<file path="config.mk">
export PLATFORM = sky130hd
export DESIGN_NAME = status_led_flicker_pulse_ctrl_core
export DESIGN_NICKNAME = d
export VERILOG_FILES = /design/src/rtl/slfp_pkg.sv /design/src/rtl/slfp_cfg_regs.sv /design/src/rtl/slfp_step.sv /design/src/rtl/status_led_flicker_pulse_ctrl_core.sv
export SDC_FILE = /design/constraint.sdc
export NUM_CORES = 1
export LEC_CHECK = 0
export BUFFER_PORTS_ARGS = -buffer_cell sky130_fd_sc_hd__buf_2
export CELL_PAD_IN_SITES_DETAIL_PLACEMENT = 1
export CELL_PAD_IN_SITES_GLOBAL_PLACEMENT = 2
export CORE_ASPECT_RATIO = 0.9
export CORE_MARGIN = 1.5
export CORE_UTILIZATION = 30
export CTS_CLUSTER_DIAMETER = 50
export CTS_CLUSTER_SIZE = 24
export DETAILED_ROUTE_END_ITERATION = 12
export GPL_ROUTABILITY_DRIVEN = 0
export PLACE_DENSITY_LB_ADDON = 0.3
export SYNTH_ARGS = -nofsm -noshare
export SYNTH_HDL_FRONTEND = slang
export SYNTH_SLANG_ARGS = --single-unit
</file>
<file path="constraint.sdc">
create_clock -name clk -period 5.5 [get_ports clk]
set_clock_uncertainty 0.1 [all_clocks]
set_input_delay 1.375 -clock clk [delete_from_list [all_inputs] [get_ports clk]]
set_output_delay 1.375 -clock clk [all_outputs]
set_load 0.02 [all_outputs]
</file>
<file path="src/rtl/slfp_pkg.sv">
// shared types, constants and helpers for the status led flicker/pulse controller
// no dependencies
`default_nettype none

package slfp_pkg;

    // timestamp arithmetic width, elapsed time wraps at 2^TIME_W
    localparam int TIME_W = 32;
    // width of the elapsed-time compares, covers both timestamp and 32-bit resync time
    localparam int CMP_W  = (TIME_W > 32) ? TIME_W : 32;

    localparam int NOW_W   = 32;
    localparam int CFG_W   = 32;
    localparam int ADDR_W  = 3;
    localparam int SHORT_W = 16;
    localparam int CODE_W  = 3;

    // configuration register indexes
    localparam logic [ADDR_W-1:0] REG_FLICKER_ON  = 3'd0;
    localparam logic [ADDR_W-1:0] REG_FLICKER_OFF = 3'd1;
    localparam logic [ADDR_W-1:0] REG_SHORT_PULSE = 3'd2;
    localparam logic [ADDR_W-1:0] REG_LONG_PULSE  = 3'd3;
    localparam logic [ADDR_W-1:0] REG_RESYNC      = 3'd4;

    // reset values
    localparam logic [SHORT_W-1:0] RST_FLICKER_ON  = 16'd10;
    localparam logic [SHORT_W-1:0] RST_FLICKER_OFF = 16'd90;
    localparam logic [SHORT_W-1:0] RST_SHORT_PULSE = 16'd500;
    localparam logic [SHORT_W-1:0] RST_LONG_PULSE  = 16'd1000;
    localparam logic [CFG_W-1:0]   RST_RESYNC      = 32'd10000;

    // item kinds
    localparam logic REQ_SET   = 1'b0;
    localparam logic REQ_CHECK = 1'b1;

    // mode codes as seen on the ports
    localparam logic [CODE_W-1:0] CODE_OFF     = 3'd0;
    localparam logic [CODE_W-1:0] CODE_ON      = 3'd1;
    localparam logic [CODE_W-1:0] CODE_FLICKER = 3'd2;
    localparam logic [CODE_W-1:0] CODE_SHORT   = 3'd3;
    localparam logic [CODE_W-1:0] CODE_LONG    = 3'd4;
    localparam logic [CODE_W-1:0] CODE_UNSET   = 3'd5;

    typedef enum logic [5:0] {
        MODE_OFF     = 6'b000001,
        MODE_ON      = 6'b000010,
        MODE_FLICKER = 6'b000100,
        MODE_SHORT   = 6'b001000,
        MODE_LONG    = 6'b010000,
        MODE_UNSET   = 6'b100000
    } mode_t;

    typedef struct packed {
        logic [SHORT_W-1:0] flicker_on;
        logic [SHORT_W-1:0] flicker_off;
        logic [SHORT_W-1:0] short_pulse;
        logic [SHORT_W-1:0] long_pulse;
        logic [CFG_W-1:0]   resync;
    } cfg_t;

    function automatic logic [CODE_W-1:0] mode_code(input mode_t m);
        logic [CODE_W-1:0] c;
        case (m)
            MODE_OFF:     c = CODE_OFF;
            MODE_ON:      c = CODE_ON;
            MODE_FLICKER: c = CODE_FLICKER;
            MODE_SHORT:   c = CODE_SHORT;
            MODE_LONG:    c = CODE_LONG;
            default:      c = CODE_UNSET;
        endcase
        return c;
    endfunction

endpackage

`default_nettype wire

</file>
<file path="src/rtl/slfp_cfg_regs.sv">
// configuration registers: flicker times, pulse durations and resync time
// depends on slfp_pkg
`default_nettype none

module slfp_cfg_regs (
    input  wire logic                     clk,
    input  wire logic                     rst_n,
    input  wire logic                     cfg_we,
    input  wire logic [slfp_pkg::ADDR_W-1:0] cfg_addr,
    input  wire logic [slfp_pkg::CFG_W-1:0]  cfg_wdata,
    output slfp_pkg::cfg_t                cfg
);
    import slfp_pkg::*;

    cfg_t cfg_reg;

    always_ff @(posedge clk or negedge rst_n)
    begin
        if (!rst_n)
        begin
            cfg_reg.flicker_on  <= RST_FLICKER_ON;
            cfg_reg.flicker_off <= RST_FLICKER_OFF;
            cfg_reg.short_pulse <= RST_SHORT_PULSE;
            cfg_reg.long_pulse  <= RST_LONG_PULSE;
            cfg_reg.resync      <= RST_RESYNC;
        end
        else if (cfg_we)
        begin
            // writes beyond the register list are dropped
            case (cfg_addr)
                REG_FLICKER_ON:  cfg_reg.flicker_on  <= cfg_wdata[SHORT_W-1:0];
                REG_FLICKER_OFF: cfg_reg.flicker_off <= cfg_wdata[SHORT_W-1:0];
                REG_SHORT_PULSE: cfg_reg.short_pulse <= cfg_wdata[SHORT_W-1:0];
                REG_LONG_PULSE:  cfg_reg.long_pulse  <= cfg_wdata[SHORT_W-1:0];
                REG_RESYNC:      cfg_reg.resync      <= cfg_wdata;
                default:         ;
            endcase
        end
    end

    assign cfg = cfg_reg;

endmodule

`default_nettype wire

</file>
<file path="src/rtl/slfp_step.sv">
// led mode state and per-item next-state logic
// depends on slfp_pkg
`default_nettype none

module slfp_step (
    input  wire logic                      clk,
    input  wire logic                      rst_n,
    input  wire logic                      en,
    input  wire logic                      req_type,
    input  wire logic [slfp_pkg::CODE_W-1:0] mode_req,
    input  wire logic [slfp_pkg::NOW_W-1:0]  now_ms,
    input  wire slfp_pkg::cfg_t            cfg,
    output logic                           led_on,
    output logic                           led_driven,
    output logic [slfp_pkg::CODE_W-1:0]    mode_now
);
    import slfp_pkg::*;

    mode_t             mode_reg,  mode_next;
    logic              red_reg,   red_next;
    logic [TIME_W-1:0] stamp_reg, stamp_next;
    logic [TIME_W-1:0] now_t;
    logic [TIME_W-1:0] elapsed;
    logic [CMP_W-1:0]  el_c;
    logic [CMP_W-1:0]  pulse_len;
    logic              drv;

    assign now_t   = TIME_W'(now_ms);
    assign elapsed = now_t - stamp_reg;
    assign el_c    = CMP_W'(elapsed);
    assign pulse_len = (mode_reg == MODE_SHORT) ? CMP_W'(cfg.short_pulse)
                                                : CMP_W'(cfg.long_pulse);

    always_comb
    begin
        mode_next  = mode_reg;
        red_next   = red_reg;
        stamp_next = stamp_reg;
        drv        = 1'b0;
        if (req_type == REQ_SET)
        begin
            case (mode_req)
                CODE_OFF:
                begin
                    // off is ignored while already off or during a pulse
                    if (mode_reg != MODE_OFF && mode_reg != MODE_SHORT &&
                        mode_reg != MODE_LONG)
                    begin
                        red_next  = 1'b0;
                        drv       = 1'b1;
                        mode_next = MODE_OFF;
                    end
                end
                CODE_FLICKER:
                begin
                    if (el_c > CMP_W'(cfg.resync))
                        stamp_next = now_t;
                    mode_next = MODE_FLICKER;
                end
                CODE_SHORT, CODE_LONG:
                begin
                    red_next   = 1'b1;
                    drv        = 1'b1;
                    stamp_next = now_t;
                    mode_next  = (mode_req == CODE_SHORT) ? MODE_SHORT : MODE_LONG;
                end
                default:
                begin
                    // on, and the unused request codes behave as on
                    if (mode_reg != MODE_ON)
                    begin
                        red_next  = 1'b1;
                        drv       = 1'b1;
                        mode_next = MODE_ON;
                    end
                end
            endcase
        end
        else
        begin
            case (mode_reg)
                MODE_FLICKER:
                begin
                    if (red_reg && el_c > CMP_W'(cfg.flicker_on))
                    begin
                        red_next   = 1'b0;
                        drv        = 1'b1;
                        stamp_next = now_t;
                    end
                    else if (!red_reg && el_c > CMP_W'(cfg.flicker_off))
                    begin
                        red_next   = 1'b1;
                        drv        = 1'b1;
                        stamp_next = now_t;
                    end
                end
                MODE_SHORT, MODE_LONG:
                begin
                    if (el_c > pulse_len)
                    begin
                        red_next  = 1'b0;
                        drv       = 1'b1;
                        mode_next = MODE_OFF;
                    end
                end
                default: ;
            endcase
        end
    end

    always_ff @(posedge clk or negedge rst_n)
    begin
        if (!rst_n)
        begin
            mode_reg  <= MODE_UNSET;
            red_reg   <= 1'b0;
            stamp_reg <= '0;
        end
        else if (en)
        begin
            mode_reg  <= mode_next;
            red_reg   <= red_next;
            stamp_reg <= stamp_next;
        end
    end

    assign led_on     = red_next;
    assign led_driven = drv;
    assign mode_now   = mode_code(mode_next);

    // a short pulse request always lands in short pulse mode with the led lit
    a_pulse_enters: assert property (@(posedge clk) disable iff (!rst_n)
        en && req_type == REQ_SET && mode_req == CODE_SHORT
        |=> mode_reg == MODE_SHORT && red_reg)
        else $error("short pulse request did not start a pulse");

    // an item that issues no drive leaves the led level alone
    a_level_needs_drive: assert property (@(posedge clk) disable iff (!rst_n)
        en && !drv |=> red_reg == $past(red_reg))
        else $error("led level changed without a drive");

    // a run check outside flicker never moves the timestamp
    a_stamp_flicker_only: assert property (@(posedge clk) disable iff (!rst_n)
        en && req_type == REQ_CHECK && mode_reg != MODE_FLICKER |=> $stable(stamp_reg))
        else $error("timestamp moved on a run check outside flicker");

    // a pulse that ends falls back to off with the led dark
    a_pulse_ends_off: assert property (@(posedge clk) disable iff (!rst_n)
        en && req_type == REQ_CHECK && (mode_reg == MODE_SHORT || mode_reg == MODE_LONG)
        && drv |=> mode_reg == MODE_OFF && !red_reg)
        else $error("pulse end did not return to off");

endmodule

`default_nettype wire

</file>
<file path="src/rtl/status_led_flicker_pulse_ctrl_core.sv">
// top level of the status led flicker/pulse controller: input register, result register
// depends on slfp_pkg, slfp_cfg_regs, slfp_step
//
//   channel | handshake           | payload
//   --------+---------------------+------------------------------------
//   in      | in_valid / in_ready | req_type, mode_req, now_ms
//   out     | out_valid/out_ready | led_on, led_driven, mode_now
//   cfg     | cfg_we (no wait)    | cfg_addr, cfg_wdata
//
// one item per cycle sustained while out_ready is high; an item passes from acceptance
// through the input register, then through the mode logic into the result register.
// reset clears the mode to unset, the led to off, the timestamp to zero, config to defaults.
// a stalled result holds the pipe; in_ready follows out_ready combinationally.
`default_nettype none

module status_led_flicker_pulse_ctrl_core (
    input  wire logic                         clk,
    input  wire logic                         rst_n,
    input  wire logic                         in_valid,
    output logic                              in_ready,
    input  wire logic                         req_type,
    input  wire logic [slfp_pkg::CODE_W-1:0]  mode_req,
    input  wire logic [slfp_pkg::NOW_W-1:0]   now_ms,
    output logic                              out_valid,
    input  wire logic                         out_ready,
    output logic                              led_on,
    output logic                              led_driven,
    output logic [slfp_pkg::CODE_W-1:0]       mode_now,
    input  wire logic                         cfg_we,
    input  wire logic [slfp_pkg::ADDR_W-1:0]  cfg_addr,
    input  wire logic [slfp_pkg::CFG_W-1:0]   cfg_wdata
);
    import slfp_pkg::*;

    cfg_t              cfg;
    logic              in_valid_reg;
    logic              req_type_reg;
    logic [CODE_W-1:0] mode_req_reg;
    logic [NOW_W-1:0]  now_reg;
    logic              out_valid_reg;
    logic              led_on_reg;
    logic              led_driven_reg;
    logic [CODE_W-1:0] mode_now_reg;
    logic              advance;
    logic              led_on_next;
    logic              led_driven_next;
    logic [CODE_W-1:0] mode_now_next;

    // item moves on when the result register is free or being emptied
    assign advance  = in_valid_reg && (!out_valid_reg || out_ready);
    assign in_ready = !in_valid_reg || advance;

    slfp_cfg_regs u_cfg (
        .clk       (clk),
        .rst_n     (rst_n),
        .cfg_we    (cfg_we),
        .cfg_addr  (cfg_addr),
        .cfg_wdata (cfg_wdata),
        .cfg       (cfg)
    );

    slfp_step u_step (
        .clk        (clk),
        .rst_n      (rst_n),
        .en         (advance),
        .req_type   (req_type_reg),
        .mode_req   (mode_req_reg),
        .now_ms     (now_reg),
        .cfg        (cfg),
        .led_on     (led_on_next),
        .led_driven (led_driven_next),
        .mode_now   (mode_now_next)
    );

    always_ff @(posedge clk or negedge rst_n)
    begin
        if (!rst_n)
        begin
            in_valid_reg  <= 1'b0;
            out_valid_reg <= 1'b0;
        end
        else
        begin
            if (in_ready)
                in_valid_reg <= in_valid;
            if (advance)
                out_valid_reg <= 1'b1;
            else if (out_ready)
                out_valid_reg <= 1'b0;
        end
    end

    always_ff @(posedge clk)
    begin
        if (in_valid && in_ready)
        begin
            req_type_reg <= req_type;
            mode_req_reg <= mode_req;
            now_reg      <= now_ms;
        end
        if (advance)
        begin
            led_on_reg     <= led_on_next;
            led_driven_reg <= led_driven_next;
            mode_now_reg   <= mode_now_next;
        end
    end

    assign out_valid  = out_valid_reg;
    assign led_on     = led_on_reg;
    assign led_driven = led_driven_reg;
    assign mode_now   = mode_now_reg;

endmodule

`default_nettype wire
</file>
==> implementation parameters <==
Parameter                              Value

Outcome
  Result of the run ... finished, final reports clean

Worst setup path
  Endpoint type of the worst setup path ... flip-flop
  Required time of the worst setup path ... 5.72 ns
  Launching element type of the critical path ... flip-flop
  Largest fanout of any net on the critical path ... 32
  Critical path type ... reg -> reg
  Crit-path most repeated cell ... sky130_fd_sc_hd__a21oi_1
  Worst path max stage delay ... 0.44 ns
  R2R cell count ... 21
  Arrival @ worst endpoint ... 5.29 ns
  Worst-path cell with the longest stage delay ... sky130_fd_sc_hd__a2111oi_1
  Critical-path cell list ... inv_1, ha_1, fa_1, nand2b_1, a21oi_1, o21a_1, nor2_2, o41ai_4, a21oi_1, xnor2_1, ha_1, a21oi_1, nor2b_1, o21ai_0, nand2b_1, a2111oi_1, nor2_1, o31ai_1, a21oi_4, buf_12, mux2_1

Drt
  Routed via count divided by cell count ... 4.93
  Number of nets still failing antenna checks after routing ... 0
  DRC violations left ... 0
  Vias after detailed routing ... 8,114
  Number of iterations in the first detailed-routing pass ... 4
  Wire length after detailed routing ... 29,100 um
  Post-detailed-route wirelength per cell ... 17.7 um
  Starting DRT DRC Count ... 307

Logic synthesis
  Netlist area before placement ... 11,000 um^2
  Post-synthesis share of cell area spent on and, or, nand and nor gates ... 11.8%
  EDFF count, synth ... 41
  Average footprint of a synthesized cell ... 10.2 um^2
  Net count after synthesis ... 1,267
  Synthesis Warnings ... 0
  Proportion of netlist area held by the largest area contributor ... 25.8%
  Dominant combinational cell family by area after synthesis ... compound AO/OA/AOI/OAI gates
  Adder-cell share of the synthesized area ... 12.8%
  Cell types with the highest counts after synthesis ... sky130_fd_sc_hd__nand2_1 (114), sky130_fd_sc_hd__dfrtp_1 (113), sky130_fd_sc_hd__ha_1 (111)
  Post-synth top area cell ... sky130_fd_sc_hd__dfrtp_1
  Largest cells by area after synthesis ... sky130_fd_sc_hd__dfrtp_1 (26%), sky130_fd_sc_hd__ha_1 (13%), sky130_fd_sc_hd__edfxtp_1 (11%)
  Count leader, synth ... sky130_fd_sc_hd__nand2_1
  Share of synthesized area occupied by flip-flops and latches ... 42.8%
  Post-synthesis instance total ... 1,079
  Mux contribution to synthesized area ... 8.53%
  Share of the synthesized netlist area taken by xor and xnor gates ... 2.64%
  Number of synthesized register bits ... 178
  Compound-cell area share of the yosys netlist ... 15.6%
  Post-synth cell types ... 77
  Async SR Flop Fraction ... 77.0%
  Commonest register cell after synthesis ... sky130_fd_sc_hd__dfrtp_1

Finish
  Number of flip-flops in the largest register ... 96
  Final std cell area, no fill ... 12,600 um^2
  ANT cells ... 0
  Post-layout instance count excluding filler cells ... 1,646
  Net count of the finished layout ... 1,345
  Fill cell count ... 4,043
  Share of layout cells above drive strength 1 ... 20.1%
  Area added between synthesis and finish ... 14.5%

Clocking
  CTS clk-pin slew, worst paths ... 0.07 ns
  CTS root buffer ... sky130_fd_sc_hd__clkbuf_16
  CTS Buf Count ... 17
  Clock tree sinks ... 178
  TritonCTS clock tree ... yes
  Total setup buffers inserted after CTS ... 0
  Clock Tree Buf Depth ... 2
  Quantity of hold-fixing buffers added after cts ... 0
  Deepest level of the CTS H-tree ... 4
  Source-to-sink clock delay at the later pin of the worst-skew pair ... 0.45 ns

Pwr
  Clk pwr share ... 17.3%
  Net switching component of the power ... 3.20 mW
  Switching share of power ... 43.2%
  Proportion of power drawn by combinational gates ... 58.0%
  Sequential fraction of design power ... 24.7%
  Internal power ... 4.21 mW
  Power density normalized to cell area ... 590 nW/um^2
  Leakage power total ... 5.59 nW
  IR drop worst, VDD ... 305 uV

Timing
  Total of endpoints with negative setup slack in the final report ... 0
  Final critical-path share of the clock period ... 92.2%
  Period minus WS final ... 5.07 ns
  Final setup margin ... 0.430 ns
  Setup repair after global routing missed its margin ... no
  Count of endpoints failing hold in the final timing report ... 0
  Timing-limited maximum frequency ... 197 MHz
  Tightest Pin Transition ... 1.13 ns
  Max_slew headroom ... 24.2%
  Fin. max-slew vios ... 0
  Setup TNS ... 0 ns

Place
  Setup slack after placement ... 0.229 ns
  Post-detailed-placement half-perimeter wirelength ... 22,500 um
  # placed instances ... 1,614
  Cell area after placement ... 11,900 um^2
  Port-buffer cells ... 82

Floorplan
  Cell Rows ... 66
  Overall die area ... 37,700 um^2
  Vert. Die Dim ... 184 um
  CORE AREA ... 36,100 um^2
  Chip Width ... 205 um
  Effective utilization at floorplan ... 30.4%
  I/O pin cnt ... 83

Global route
  First-pass GRT wire length ... 47,300 um
  Largest net degree at the start of global routing ... 102
  Number of antenna violations at the first check in global routing ... 0
  Gr ovfl total ... 0
  Via count of the first global-routing pass ... 8,392
  Global Route Usage Sum ... 16.2%

Worst hold path
  Worst hold path type ... reg -> reg
  Hold Crit Depth ... 1

Run
  Count of maximum capacitance violations ... 0
[power groups by stage]
stage | Combinational [mW] | Clock (mW) | Sequential [mW]
2_1_floorplan | 3.00 | 0 | 1.82
3_3_place_gp | 4.22 | 0 | 1.84
3_5_place_dp | 4.29 | 0 | 1.86
4_1_cts | 4.33 | 1.33 | 1.83
5_1_grt | 4.88 | 1.38 | 1.87
6_report | 4.30 | 1.28 | 1.83
[worst paths after layout]
check	from	end	slack, ns
max reg2reg	now_reg[0]	u_step.stamp_reg[23]	0.43
max in group asynchronous	rst_n	u_cfg.cfg[9]	3.31
min	u_step.stamp_reg[22]	u_step.stamp_reg[22]	0.38
max	now_reg[0]	u_step.stamp_reg[23]	0.43
min reg2reg	u_step.stamp_reg[22]	u_step.stamp_reg[22]	0.38
min in group asynchronous	rst_n	u_cfg.cfg[59]	0.94
[per-layer routing]
| layer | track usage (%) | wire length [um] |
|---|---|---|
| met5 | 0 | 0 |
| met4 | 4.53 | 257 |
| met3 | 2.42 | 610 |
| met2 | 25.1 | 13100 |
| met1 | 23.3 | 15200 |
[layout make-up]
class,instances,area (um^2),area share (%)
tap,476,596,4.74
multi-input combinational,758,5720,45.6
clock buffer,27,547,4.35
timing repair buffer,100,564,4.49
clock inverter,5,60.1,0.478
inverter,102,383,3.05
sequential,178,4690,37.3
[worst max-delay path, delay by kind of cell (launching register included)]
kind	cells	cell delay, ns
compound gates	9	2.13
xor+xnor	1	0.30
fa+ha+maj	3	0.96
buf+inv	2	0.26
flops	1	0.34
mux	1	0.33
simple gates	5	0.49
[cell usage in the layout (no fill, tap or decap), drive strengths merged, types with 4 or more instances in the layout]
cell / count
dfstp: 24
o31ai: 7
nand3: 14
mux2i: 17
xor2: 14
nor4: 4
o21ai: 107
nor2b: 13
and4: 4
nand4: 22
and3: 4
o41ai: 4
clkbuf: 27
nor2: 33
a21o: 19
a211oi: 5
o211ai: 5
ha: 111
o21a: 22
o21bai: 4
nor3: 15
a21oi: 59
mux2: 68
edfxtp: 41
inv: 104
a31oi: 7
buf: 100
xnor2: 19
nand2b: 13
nand2: 116
dfrtp: 113
[per-stage QoR]
stage,total power [mW],utilization (%),hold slack (ns)
detailed placement,6.15,33.0,0.375
floorplan,4.82,-,0.357
finish,7.41,34.8,0.381
CTS,7.49,34.7,0.390
global placement,6.07,33.0,0.367
global route,8.13,34.8,0.407
[logic make-up after synthesis]
logic type / after synthesis
AO/OA/AOI/OAI: 267
XOR/XNOR: 33
adder cells (fa/ha/maj): 112
buffers and inverters: 143
flip-flops: 178
multiplexers: 85
AND/OR/NAND/NOR: 261
[repair_timing]
| action | CTS | global route |
|---|---|---|
| endpoints found under the hold margin | 0 | 0 |
| gates resized for setup | 0 | 5 |
| endpoints found under the setup margin | 0 | 32 |
Note: power is estimated with default switching activity, not from simulation.
